<file path="src/hdl/sps_div.sv">
`timescale 1ns / 1ps
`default_nettype none

// Restoring divider, one quotient bit per cycle.
module sps_div #(
	parameter int NW = 24,
	parameter int DW = 13
) (
	input  logic          clk,
	input  logic          arst_n,
	input  logic          start,
	input  logic [NW-1:0] dividend,
	input  logic [DW-1:0] divisor,
	output logic          done,
	output logic          quot_le1,
	output logic [DW-1:0] remainder
);

	localparam int CW = $clog2(NW + 1);

	logic          busy_q;
	logic          done_q;
	logic [CW-1:0] cnt_q;
	logic [NW-1:0] quo_q;
	logic [DW-1:0] rem_q;
	logic [DW-1:0] dsr_q;

	logic [DW:0]   trial;
	logic          ge;
	logic [DW-1:0] rem_n;

	always_comb begin
		trial = {rem_q, quo_q[NW-1]};
		ge    = trial >= {1'b0, dsr_q};
		rem_n = ge ? DW'(trial - {1'b0, dsr_q}) : DW'(trial);
	end

	always_ff @(posedge clk or negedge arst_n) begin
		if (!arst_n) begin
			busy_q <= 1'b0;
			done_q <= 1'b0;
			cnt_q  <= '0;
		end else begin
			done_q <= 1'b0;
			if (start) begin
				busy_q <= 1'b1;
				cnt_q  <= CW'(NW);
			end else if (busy_q) begin
				cnt_q <= cnt_q - CW'(1);
				if (cnt_q == CW'(1)) begin
					busy_q <= 1'b0;
					done_q <= 1'b1;
				end
			end
		end
	end

	always_ff @(posedge clk) begin
		if (start) begin
			quo_q <= dividend;
			rem_q <= '0;
			dsr_q <= divisor;
		end else if (busy_q) begin
			quo_q <= {quo_q[NW-2:0], ge};
			rem_q <= rem_n;
		end
	end

	assign done      = done_q;
	assign quot_le1  = (quo_q[NW-1:1] == '0);
	assign remainder = rem_q;

endmodule

`default_nettype wire

</file>
<file path="config.mk">
export PLATFORM = sky130hd
export DESIGN_NAME = sps_div
export DESIGN_NICKNAME = d
export VERILOG_FILES = /design/src/hdl/sps_div.sv
export SDC_FILE = /design/constraint.sdc
export NUM_CORES = 1
export LEC_CHECK = 0
export BUFFER_PORTS_ARGS = -buffer_cell sky130_fd_sc_hd__buf_2
export CORE_ASPECT_RATIO = 0.75
export CORE_MARGIN = 2
export CORE_UTILIZATION = 45
export DETAILED_ROUTE_END_ITERATION = 7
export PLACE_DENSITY = 0.74
export SLEW_MARGIN = 25
export SYNTH_ARGS = -nofsm -noshare
export SYNTH_HDL_FRONTEND = slang
export SYNTH_SLANG_ARGS = --single-unit
</file>
<file path="constraint.sdc">
create_clock -name clk -period 6.3 [get_ports clk]
set_input_delay 1.26 -clock clk [delete_from_list [all_inputs] [get_ports clk]]
set_output_delay 1.26 -clock clk [all_outputs]
set_load 0.02 [all_outputs]
</file>
Word level (Yosys, flattened, before mapping)
Index checks and enable logic that the tools add are counted.
{"block": "classes", "n_addsub": 2, "n_mul": 0, "div": 0, "magnitude_cmp": 1, "n_eq_ne": 1, "shifts": 0, "mux": 11, "bitwise_logic": 0, "reduce_logical": 2}
{"operator": "2-to-1 mux 24 bit", "count": 2}
{"operator": "zero test 23 bit", "count": 1}
{"operator": ">= comparator 14 x 13 -> 1 bit", "count": 1}
{"operator": "2-to-1 mux 13 bit", "count": 1}
{"operator": "subtractor 13 bit", "count": 1}
{"operator": "2-to-1 mux 5 bit", "count": 2}
{"operator": "2-to-1 mux 1 bit", "count": 6}
{"operator": "== test 5 x 1 -> 1 bit, second input constant", "count": 1}
{"operator": "subtractor 5 x 1 -> 5 bit, second input constant", "count": 1}
{"operator": "nonzero test 2 bit", "count": 1}
{"block": "totals", "reg_bits": 57, "latch_bits": 0, "mem_bits_rw": 0, "romBits": 0, "in_bits": 40, "output_inout_bits": 15, "wordCells": 23, "mem_count": 0}

Depth between registers and ports, before layout
Gate-level depths: netlist (run 1).
{"block": "logic_depth", "depth_word": 4, "ltp_mapped": 11, "mapped_depth_nobuf": 10}

Worst setup path before layout (run 1)
No wires, ideal clock.
{"block": "synth_timing", "path_kind": "register -> register", "start": "reg quo_q[23]", "end": "reg rem_q[11], in the netlist remainder[11]", "arrival_time_ps": 2409, "t_required_ps": 6212, "path_slack_ps": 3803, "path_stages_with_launch": 12, "period_less_slack_ps": 2497, "path_cell_list": "edfxtp_1 inv_1 ha_1 inv_1 fa_1 a211oi_1 o21ai_1 a21oi_1 a21o_1 buf_2 nand3_1 a311oi_2"}
{"block": "synth_between", "elab_chain_len": 2, "elab_cells_between_ends": 3, "classes_between": "add/sub (1); order compare (1); mux (1)"}
{"item": "start: declaration", "line": "24", "source": "logic [NW-1:0] quo_q;"}
{"item": "start signal: assignment", "line": "60", "source": "quo_q <= dividend;"}
{"item": "start signal: assignment", "line": "64", "source": "quo_q <= {quo_q[NW-2:0], ge};"}
{"item": "subtractor 13 bit / >= comparator 14 x 13 -> 1 bit (equally long branches)", "line": "35, 34"}
{"item": "2-to-1 mux 13 bit *", "line": "35", "source": "rem_n = ge ? DW'(trial - {1'b0, dsr_q}) : DW'(trial);"}
{"item": "end signal: assignment", "line": "65", "source": "rem_q <= rem_n;"}
{"item": "end: declaration", "line": "25", "source": "logic [DW-1:0] rem_q;"}
Mark *: on every way between the ends. The rest lies on a longest branch, timed or not.
A chain may end at the register's enable or synchronous reset.

Worst setup path in the final report (run 1)
{"block": "layout_timing", "start": "reg quo_q[23]", "end": "reg quo_q[0], data pin"}
{"block": "layout_between", "elab_chain_len": 3}
{"item": ">= comparator 14 x 13 -> 1 bit", "line": "34", "source": "ge = trial >= {1'b0, dsr_q};"}
{"item": "2-to-1 mux 24 bit", "line": "63", "source": "end else if (busy_q) begin"}
{"item": "2-to-1 mux 24 bit", "line": "59", "source": "if (start) begin"}
No other way between the ends. The select of a mux whose other input is x is not followed.

==> impl_metrics.ini, run 1 <==
[outcome]
outcome = completed

[synth]
ys_ff_latch = 57
yosysSeqAreaShare = 0.497
synth.area.top_cells = edfxtp_1 (36%), mux2_2 (9.0%), dfxtp_1 (8.4%), ha_1 (6.0%), dfrtp_1 (5.6%)
avgSynthCellArea_um2 = 11.1
synth_nets = 336
yosys_warnings = 0
synth_cells = 280
ys.flop_type = edfxtp_1
synth-edff-count = 37
synth_area_mm2 = 0.00311
yosysTopAreaCell = edfxtp_1
netlist.area_leader.share = 0.357
ys_types = 49
ys_async_sr_fraction = 0.123

[final_layout]
syn_to_final_growth_pct = 17.4
fin_nets = 392
drive_gt1_frac = 0.326
final_common_cell = buf_2
layout_common_cells = buf_2 (54), edfxtp_1 (37), mux2_2 (25)
fin_cells = 425
num_antenna_cells = 0

[place]
gp_congestion = 0.840
numPortBuffers = 54
dp_slack_ps = 3060
hpwlAfterDp_um = 4420
place_inst = 409

[routing]
vias = 2311
post-route-drc-count = 0
detail_route.vias_per_cell = 5.44
wirelength_um = 6370
drt-pass1-iter-count = 4
antenna_left = 0
routedWlPerCell_um = 15.0
detail_route.iter0.violations = 131

[clock_network]
cts_max_level = 3
clkSinkCount = 57
path_clk_slew_ps = 70
clock_path_buffers = 2
cts_tree = built
cts_hold_buffers = 0
cts_made_buffers = 9
cts_root_buf = clkbuf_8
postCtsResizedCells = 0
worst_skew_pair.late_latency_ps = 350
cts_setup_buffers = 0

[global_routing]
grt_pass1_vias = 2217
grt_max_degree = 54
track_usage = 0.176
antenna_found_initial = 0
overflow = 0
grt_pass1_wl_um = 10500

[critical_path]
crit_path_end = quo_q[0]
regToRegStartpoint = quo_q[23]
worst-setup-path-type = flop to flop
r2r_cells = 10
arrival_ps = 3120
critPathLaunchType = flop
crit_start = quo_q[23]
ff2ff_setup_slack_ps = 3290
reg2reg_to = quo_q[0]
end_kind = flop
cp_max_fo = 12
worst-endpoint-required_ps = 6400

[floorplan]
core_area_mm2 = 0.00677
initial_core_util = 0.460
die_w_um = 100
die_h_um = 76.0
io_pins = 55
num_rows = 26
dieArea_mm2 = 0.00761

[timing]
rsz0062_at_grt = false
setup_viol = 0
fin_skew_ps = 9.55
worst_slew_pin_slew_ps = 1010
hold_violations = 0
fin_setup_tns_ps = 0
slew_violations = 0
timing.final.ws_setup_ps = 3290
relSlewSlack = 0.326
min_period_over_period = 0.478
fmax_ghz = 0.332
period_needed_ps = 3010

[pwr]
ir_worst_vdd_mv = 0.168
leakagePower_nw = 1.59
power_mw = 1.52
power_density_mw_per_mm2 = 416

[job]
drv_cap = 0

[min_path]
hold_class = flop to flop
## cell type report
cell class,count,area [um2]
flip-flops and latches,57,1550
multi-input cells,192,1440
inverters,20,75.1
fillers,595,3110
clock inverters,7,78.8
repair buffers,56,285
well taps,84,105
clock buffers,9,124
## synth_stat cells, drive strengths merged (2+ instances only)
cell type,n
xor2,3
mux2,25
dfxtp,13
nor4,7
a21o,6
xnor2,9
a211oi,3
nand2,15
nor2b,3
a21oi,11
o311ai,2
a31o,2
or2,2
nand3,15
dfrtp,7
o21ai,15
a31oi,2
a311oi,11
o22ai,2
nor3,5
inv,20
nand4,2
edfxtp,37
buf,9
clkbuf,2
and3,3
ha,15
nor2,20
## cells by family after synthesis
| family | share of synthesized area |
|---|---|
| simple gates | 0.127 |
| compound gates | 0.142 |
| flops | 0.497 |
| buf+inv | 0.0406 |
| mux | 0.0936 |
| fa+ha+maj | 0.0667 |
| xor+xnor | 0.0338 |
## metrics by stage
step            util  hold slack (ps)  area, um2
2_1_floorplan      -              480       3110
3_3_place_gp   0.510              510       3450
3_5_place_dp   0.510              512       3450
4_1_cts        0.540              521       3650
5_1_grt        0.540              541       3650
6_report       0.540              518       3650
## how the worst min path moves through the flow
stage	startpoint	to	slack, ps	cells after the start
after floorplan	cnt_q[4]	cnt_q[4]	480	2
after global placement	remainder[5]	remainder[5]	510	2
after detailed placement	remainder[5]	remainder[5]	510	2
after CTS	remainder[5]	remainder[5]	520	2
after global routing	remainder[7]	remainder[7]	540	2
final	remainder[5]	remainder[5]	520	2
## per-layer routing
layer  up-vias  wire (um)  part of all wire  global-route usage
li1       1162          -                 -                   -
met1      1080       3280              0.51               0.268
met2        61       2620              0.41               0.228
met3         8        396             0.062              0.0651
met4         0         73             0.011              0.0562
met5         -          0                 0                   0
## sequential cells by signal, indices dropped and copies added (netlist names)
signal	flops
done	1
remainder	13
dsr_q	13
quo_q	24
cnt_q	5
busy_q	1
## power breakdown
part	total, mW	internal (mW)	switching, mW
logic	0.637	0.282	0.355
clock network	0.347	0.186	0.160
registers	0.538	0.476	0.0627
## critical path, stage by stage, from the launching register on
cell and delay (ps):
edfxtp_1 420, inv_1 80, ha_1 170, inv_1 60
fa_1 410, a211oi_1 240, o21ai_1 120, a21oi_1 340
a21o_1 470, nand2_1 160, mux2_2 300
No activity file was read; power rests on OpenSTA's default activity.
==> run 2: changes to the inputs <==
==> constraint.sdc (replaced) <==
create_clock -name clk -period 2.97 [get_ports clk]
set_input_delay 0.594 -clock clk [delete_from_list [all_inputs] [get_ports clk]]
set_output_delay 0.594 -clock clk [all_outputs]
set_load 0.02 [all_outputs]
==> run 2 against run 1 <==
Compared with the run above: clock power up 93%; total power up 110%; flip-flop and latch count unchanged; global-route usage up 1.3 points; fmax up 13%; final area up 0.51%; critical path type unchanged.
==> impl_metrics.ini, run 2 (synthesized netlist as in run 1, its figures left out) <==
[outcome]
outcome = completed

[routing]
dr_wl_met3_um = 386
drt-pass1-iter-count = 4
wl_met2_um = 2980
vias = 2400
highest_layer = met4
post-route-drc-count = 0
detail_route.vias_per_cell = 5.58
detail_route.iter0.violations = 113
wirelength_um = 6750
routedWlPerCell_um = 15.7
antenna_left = 0
drt-met1-wl_um = 3290

[pwr]
leakagePower_nw = 1.59
ir_worst_vdd_mv = 0.409
power_density_mw_per_mm2 = 873

[global_routing]
track_usage = 0.188
grt_pass1_wl_um = 11200
overflow = 0
grt_max_degree = 25
grt_pass1_vias = 2351
antenna_found_initial = 0

[clock_network]
cts_tree = built
path_clk_slew_ps = 80
cts_root_buf = clkbuf_8
clock_path_buffers = 2
clkSinkCount = 57
cts_made_buffers = 9
cts_max_level = 3
postCtsResizedCells = 0
cts_hold_buffers = 0
cts_setup_buffers = 0
worst_skew_pair.late_latency_ps = 350

[place]
gp_congestion = 0.807
hpwlAfterDp_um = 4920
numPortBuffers = 54

[final_layout]
largest_reg_flops = 24
syn_to_final_growth_pct = 18.0
drive_gt1_frac = 0.335
fin_nets = 397
top_register = quo_q
fill_cells = 594
layout_common_cells = buf_2 (54), edfxtp_1 (37), mux2_2 (25)
num_antenna_cells = 0
final_common_cell = buf_2

[floorplan]
core_area_mm2 = 0.00677
initial_core_util = 0.460
num_rows = 26
die_w_um = 100
io_pins = 55
dieArea_mm2 = 0.00761
die_h_um = 76.0

[min_path]
hold_class = primary input to asynchronous set/reset pin

[critical_path]
worst-endpoint-required_ps = 3070
critPathSlowestCell = edfxtp_1
path_cells = inv_1 > ha_1 > inv_1 > fa_1 > a211oi_1 > o21ai_1 > a21oi_1 > a21o_1 > nand2_1 > mux2_2
crit_top_cell = inv_1
critPathMaxStageDelay_ps = 420
worst-setup-path-type = flop to flop
arrival_ps = 2770
end_kind = flop
cp_max_fo = 7
critPathLaunchType = flop

[timing]
min_period_over_period = 0.898
setup_viol = 0
rsz0062_at_grt = false
slew_violations = 0
fin_skew_ps = 14.0
hold_violations = 0
worst_slew_pin_slew_ps = 514
period_needed_ps = 2670
fin_setup_tns_ps = 0
whs_ps = 70.6
relSlewSlack = 0.657
fmax_ghz = 0.375

[job]
drv_cap = 0
[run 2: critical path, delay by kind of cell (launching register included)]
family	cells	cell delay (ps)
AND/OR/NAND/NOR	1	130
multiplexers	1	280
flip-flops	1	420
AO/OA/AOI/OAI	4	900
buffers and inverters	2	130
adder cells (fa/ha/maj)	2	570
[run 2: area by class of cell]
class,instances,area (um2),share of cell area
flip-flops and latches,57,1550,0.421
multi-input cells,192,1440,0.392
repair buffers,61,323,0.0879
clock buffers,9,124,0.0337
well taps,84,105,0.0286
inverters,20,75.1,0.0204
clock inverters,7,60.1,0.0163
[run 2: worst paths after layout]
check	start	to	slack, ps	cells past startpoint
hold / removal	arst_n	cnt_q[1]	70	1
setup reg to reg	quo_q[23]	quo_q[0]	300	10
hold reg to reg	remainder[6]	remainder[6]	520	2
max in group asynchronous	arst_n	cnt_q[3]	2740	1
min in group clk	divisor[0]	dsr_q[0]	420	1
setup / recovery	quo_q[23]	quo_q[0]	300	10
[run 2: per-stage QoR]
| stage | std cells | util | power [mW] | instance area, um2 | setup slack [ps] |
|---|---|---|---|---|---|
| global route | 430 | 0.543 | 3.42 | 3670 | 140 |
| global placement | 414 | 0.516 | 2.48 | 3490 | 445 |
| finish | 430 | 0.543 | 3.21 | 3670 | 302 |
| detailed placement | 414 | 0.516 | 2.52 | 3490 | 334 |
| floorplan | 280 | - | 2.16 | 3110 | 473 |
| CTS | 430 | 0.543 | 3.20 | 3670 | 323 |
[run 2: layer usage]
metal / vias to the layer above / track usage
li1: 1175 / -
met1: 1147 / 0.272
met2: 68 / 0.274
met3: 10 / 0.0587
met4: 0 / 0.0534
met5: - / 0
[run 2: report_power, final]
group | switching (mW) | leakage [nW] | internal [mW]
Sequential | 0.140 | 0.569 | 1.01
Combinational | 0.777 | 0.940 | 0.609
Clock | 0.355 | 0.0848 | 0.316
==> run 3: changes to the inputs <==
==> constraint.sdc (replaced) <==
create_clock -name clk -period 3.16 [get_ports clk]
set_input_delay 0.316 -clock clk [delete_from_list [all_inputs] [get_ports clk]]
set_output_delay 0.316 -clock clk [all_outputs]
set_load 0.02 [all_outputs]
==> run 3 against run 2 <==
Compared with the run above: clock-buffer cell count grew 4; critical path depth grew 1; first-iteration DRC count grew 31%; sequential share of layout area grew 0.25 points; via count shrank 1.8%; largest power group unchanged; final cell count shrank 0.47%; register-to-register slack is essentially flat; largest cell class unchanged; total power shrank 7.3%; final area shrank 0.58%.
==> impl_metrics.ini, run 3 (synthesized netlist as in run 1, its figures left out) <==
[clock_network]
cts_tree = built
cts_setup_buffers = 0
clock_path_buffers = 2
cts_root_buf = clkbuf_8
cts_made_buffers = 9
worst_skew_pair.late_latency_ps = 350
cts_max_level = 3
clkSinkCount = 57
path_clk_slew_ps = 60

[timing]
fmax_ghz = 0.351
min_period_over_period = 0.902
slew_violations = 0
worst_slew_pin_slew_ps = 1010
relSlewSlack = 0.323
period_needed_ps = 2850
whs_ps = 149
rsz0062_at_grt = false
hold_violations = 0
setup_viol = 0
fin_setup_tns_ps = 0
fin_skew_ps = 11.6

[pwr]
pwr-share-clk = 0.206
power_mw = 2.97
leakagePower_nw = 1.59
power_density_mw_per_mm2 = 813
ir_worst_vdd_mv = 0.357
p_sw_mw = 1.13
p_int_mw = 1.84
swShare = 0.380
pwr-share-comb = 0.430
seq_power_share = 0.364

[critical_path]
path_cells = inv_1 > ha_1 > inv_1 > fa_1 > a211oi_1 > o21ai_1 > a21oi_1 > a21o_1 > buf_4 > nand3_1 > a311oi_1
cp_max_fo = 7
critPathSlowestCell = edfxtp_1
crit_top_cell = inv_1
worst-setup-path-type = flop to flop
critPathMaxStageDelay_ps = 410
worst-endpoint-required_ps = 3400
end_kind = flop
r2r_cells = 11
arrival_ps = 3090
critPathLaunchType = flop

[global_routing]
track_usage = 0.188
overflow = 0
grt_max_degree = 53
antenna_found_initial = 0
grt_pass1_wl_um = 11200
grt_pass1_vias = 2265

[min_path]
whs_path_depth = 1
hold_class = primary input to flop

[job]
drv_cap = 0

[routing]
vias = 2357
wirelength_um = 6610
antenna_left = 0
post-route-drc-count = 0
detail_route.vias_per_cell = 5.51
detail_route.iter0.violations = 148
routedWlPerCell_um = 15.5
drt-pass1-iter-count = 5

[floorplan]
initial_core_util = 0.460
core_area_mm2 = 0.00677
num_rows = 26
die_w_um = 100
dieArea_mm2 = 0.00761
io_pins = 55
die_h_um = 76.0

[final_layout]
largest_reg_flops = 24
fin_nets = 395
layout_common_cells = buf_2 (54), edfxtp_1 (37), mux2_2 (25)
finish.utilization = 0.540
num_antenna_cells = 0
multi_input_area_mm2 = 0.00144
drive_gt1_frac = 0.320
top_register = quo_q
fill_cells = 623
register_area_mm2 = 0.00155
syn_to_final_growth_pct = 17.3
final_common_cell = buf_2

[place]
hpwlAfterDp_um = 4750
numPortBuffers = 54
gp_congestion = 0.865

[outcome]
outcome = completed
-- run 3: changes by cell type in the layout (fill, tap and decap cells not counted), sizes merged --
| cell | previous run | this run |
|---|---|---|
| buf | 61 | 58 |
| clkbuf | 9 | 13 |
| clkinv | 0 | 3 |
| clkinvlp | 3 | 0 |
| dlygate4sd3 | 0 | 1 |
| inv | 24 | 20 |
-- run 3: routing by layer --
layer,track usage,wire (um),vias up
met5,0,0,-
li1,-,-,1169
met3,0.0633,373,10
met2,0.261,2840,71
met1,0.279,3300,1107
met4,0.0534,95,0
-- run 3: power by group through the flow --
stage | clock, mW | sequential [mW] | combinational [mW]
global placement | 0 | 1.09 | 1.22
detailed placement | 0 | 1.10 | 1.26
floorplan | 0 | 1.15 | 0.885
global route | 0.663 | 1.10 | 1.40
CTS | 0.628 | 1.08 | 1.27
finish | 0.612 | 1.08 | 1.28
-- run 3: path summary, 6_finish.rpt --
path	from	slack [ps]	to
setup / recovery	quo_q[23]	310	remainder[4]
hold / removal	divisor[8]	150	dsr_q[8]
setup reg to reg	quo_q[23]	310	remainder[4]
hold reg to reg	remainder[6]	520	remainder[6]
max in group asynchronous	arst_n	2650	done
min in group asynchronous	arst_n	340	cnt_q[0]
-- run 3: layout make-up --
type,instances,area share
Clock buffer,13,0.0439
Inverter,20,0.0206
Timing Repair Buffer,59,0.0850
Multi-Input combinational cell,192,0.394
Sequential cell,57,0.423
Tap cell,84,0.0288
Clock inverter,3,0.00411
-- run 3: repair_timing --
item	CTS	global route
gates resized for setup	0	0
hold endpoints to repair	7	0
hold buffers	1	0
-- run 3: critical path: cells and delay by family (launching register included) --
kind,cells,cell delay (ps)
flip-flops,1,410
buffers and inverters,3,340
AND/OR/NAND/NOR,1,80
adder cells (fa/ha/maj),2,580
AO/OA/AOI/OAI,5,1350
-- run 3: metrics by stage --
step	instances	area, um2	setup WS [ps]
2_1_floorplan	280	3110	663
3_3_place_gp	411	3470	410
3_5_place_dp	411	3470	316
4_1_cts	428	3650	319
5_1_grt	428	3650	115
6_report	428	3650	309
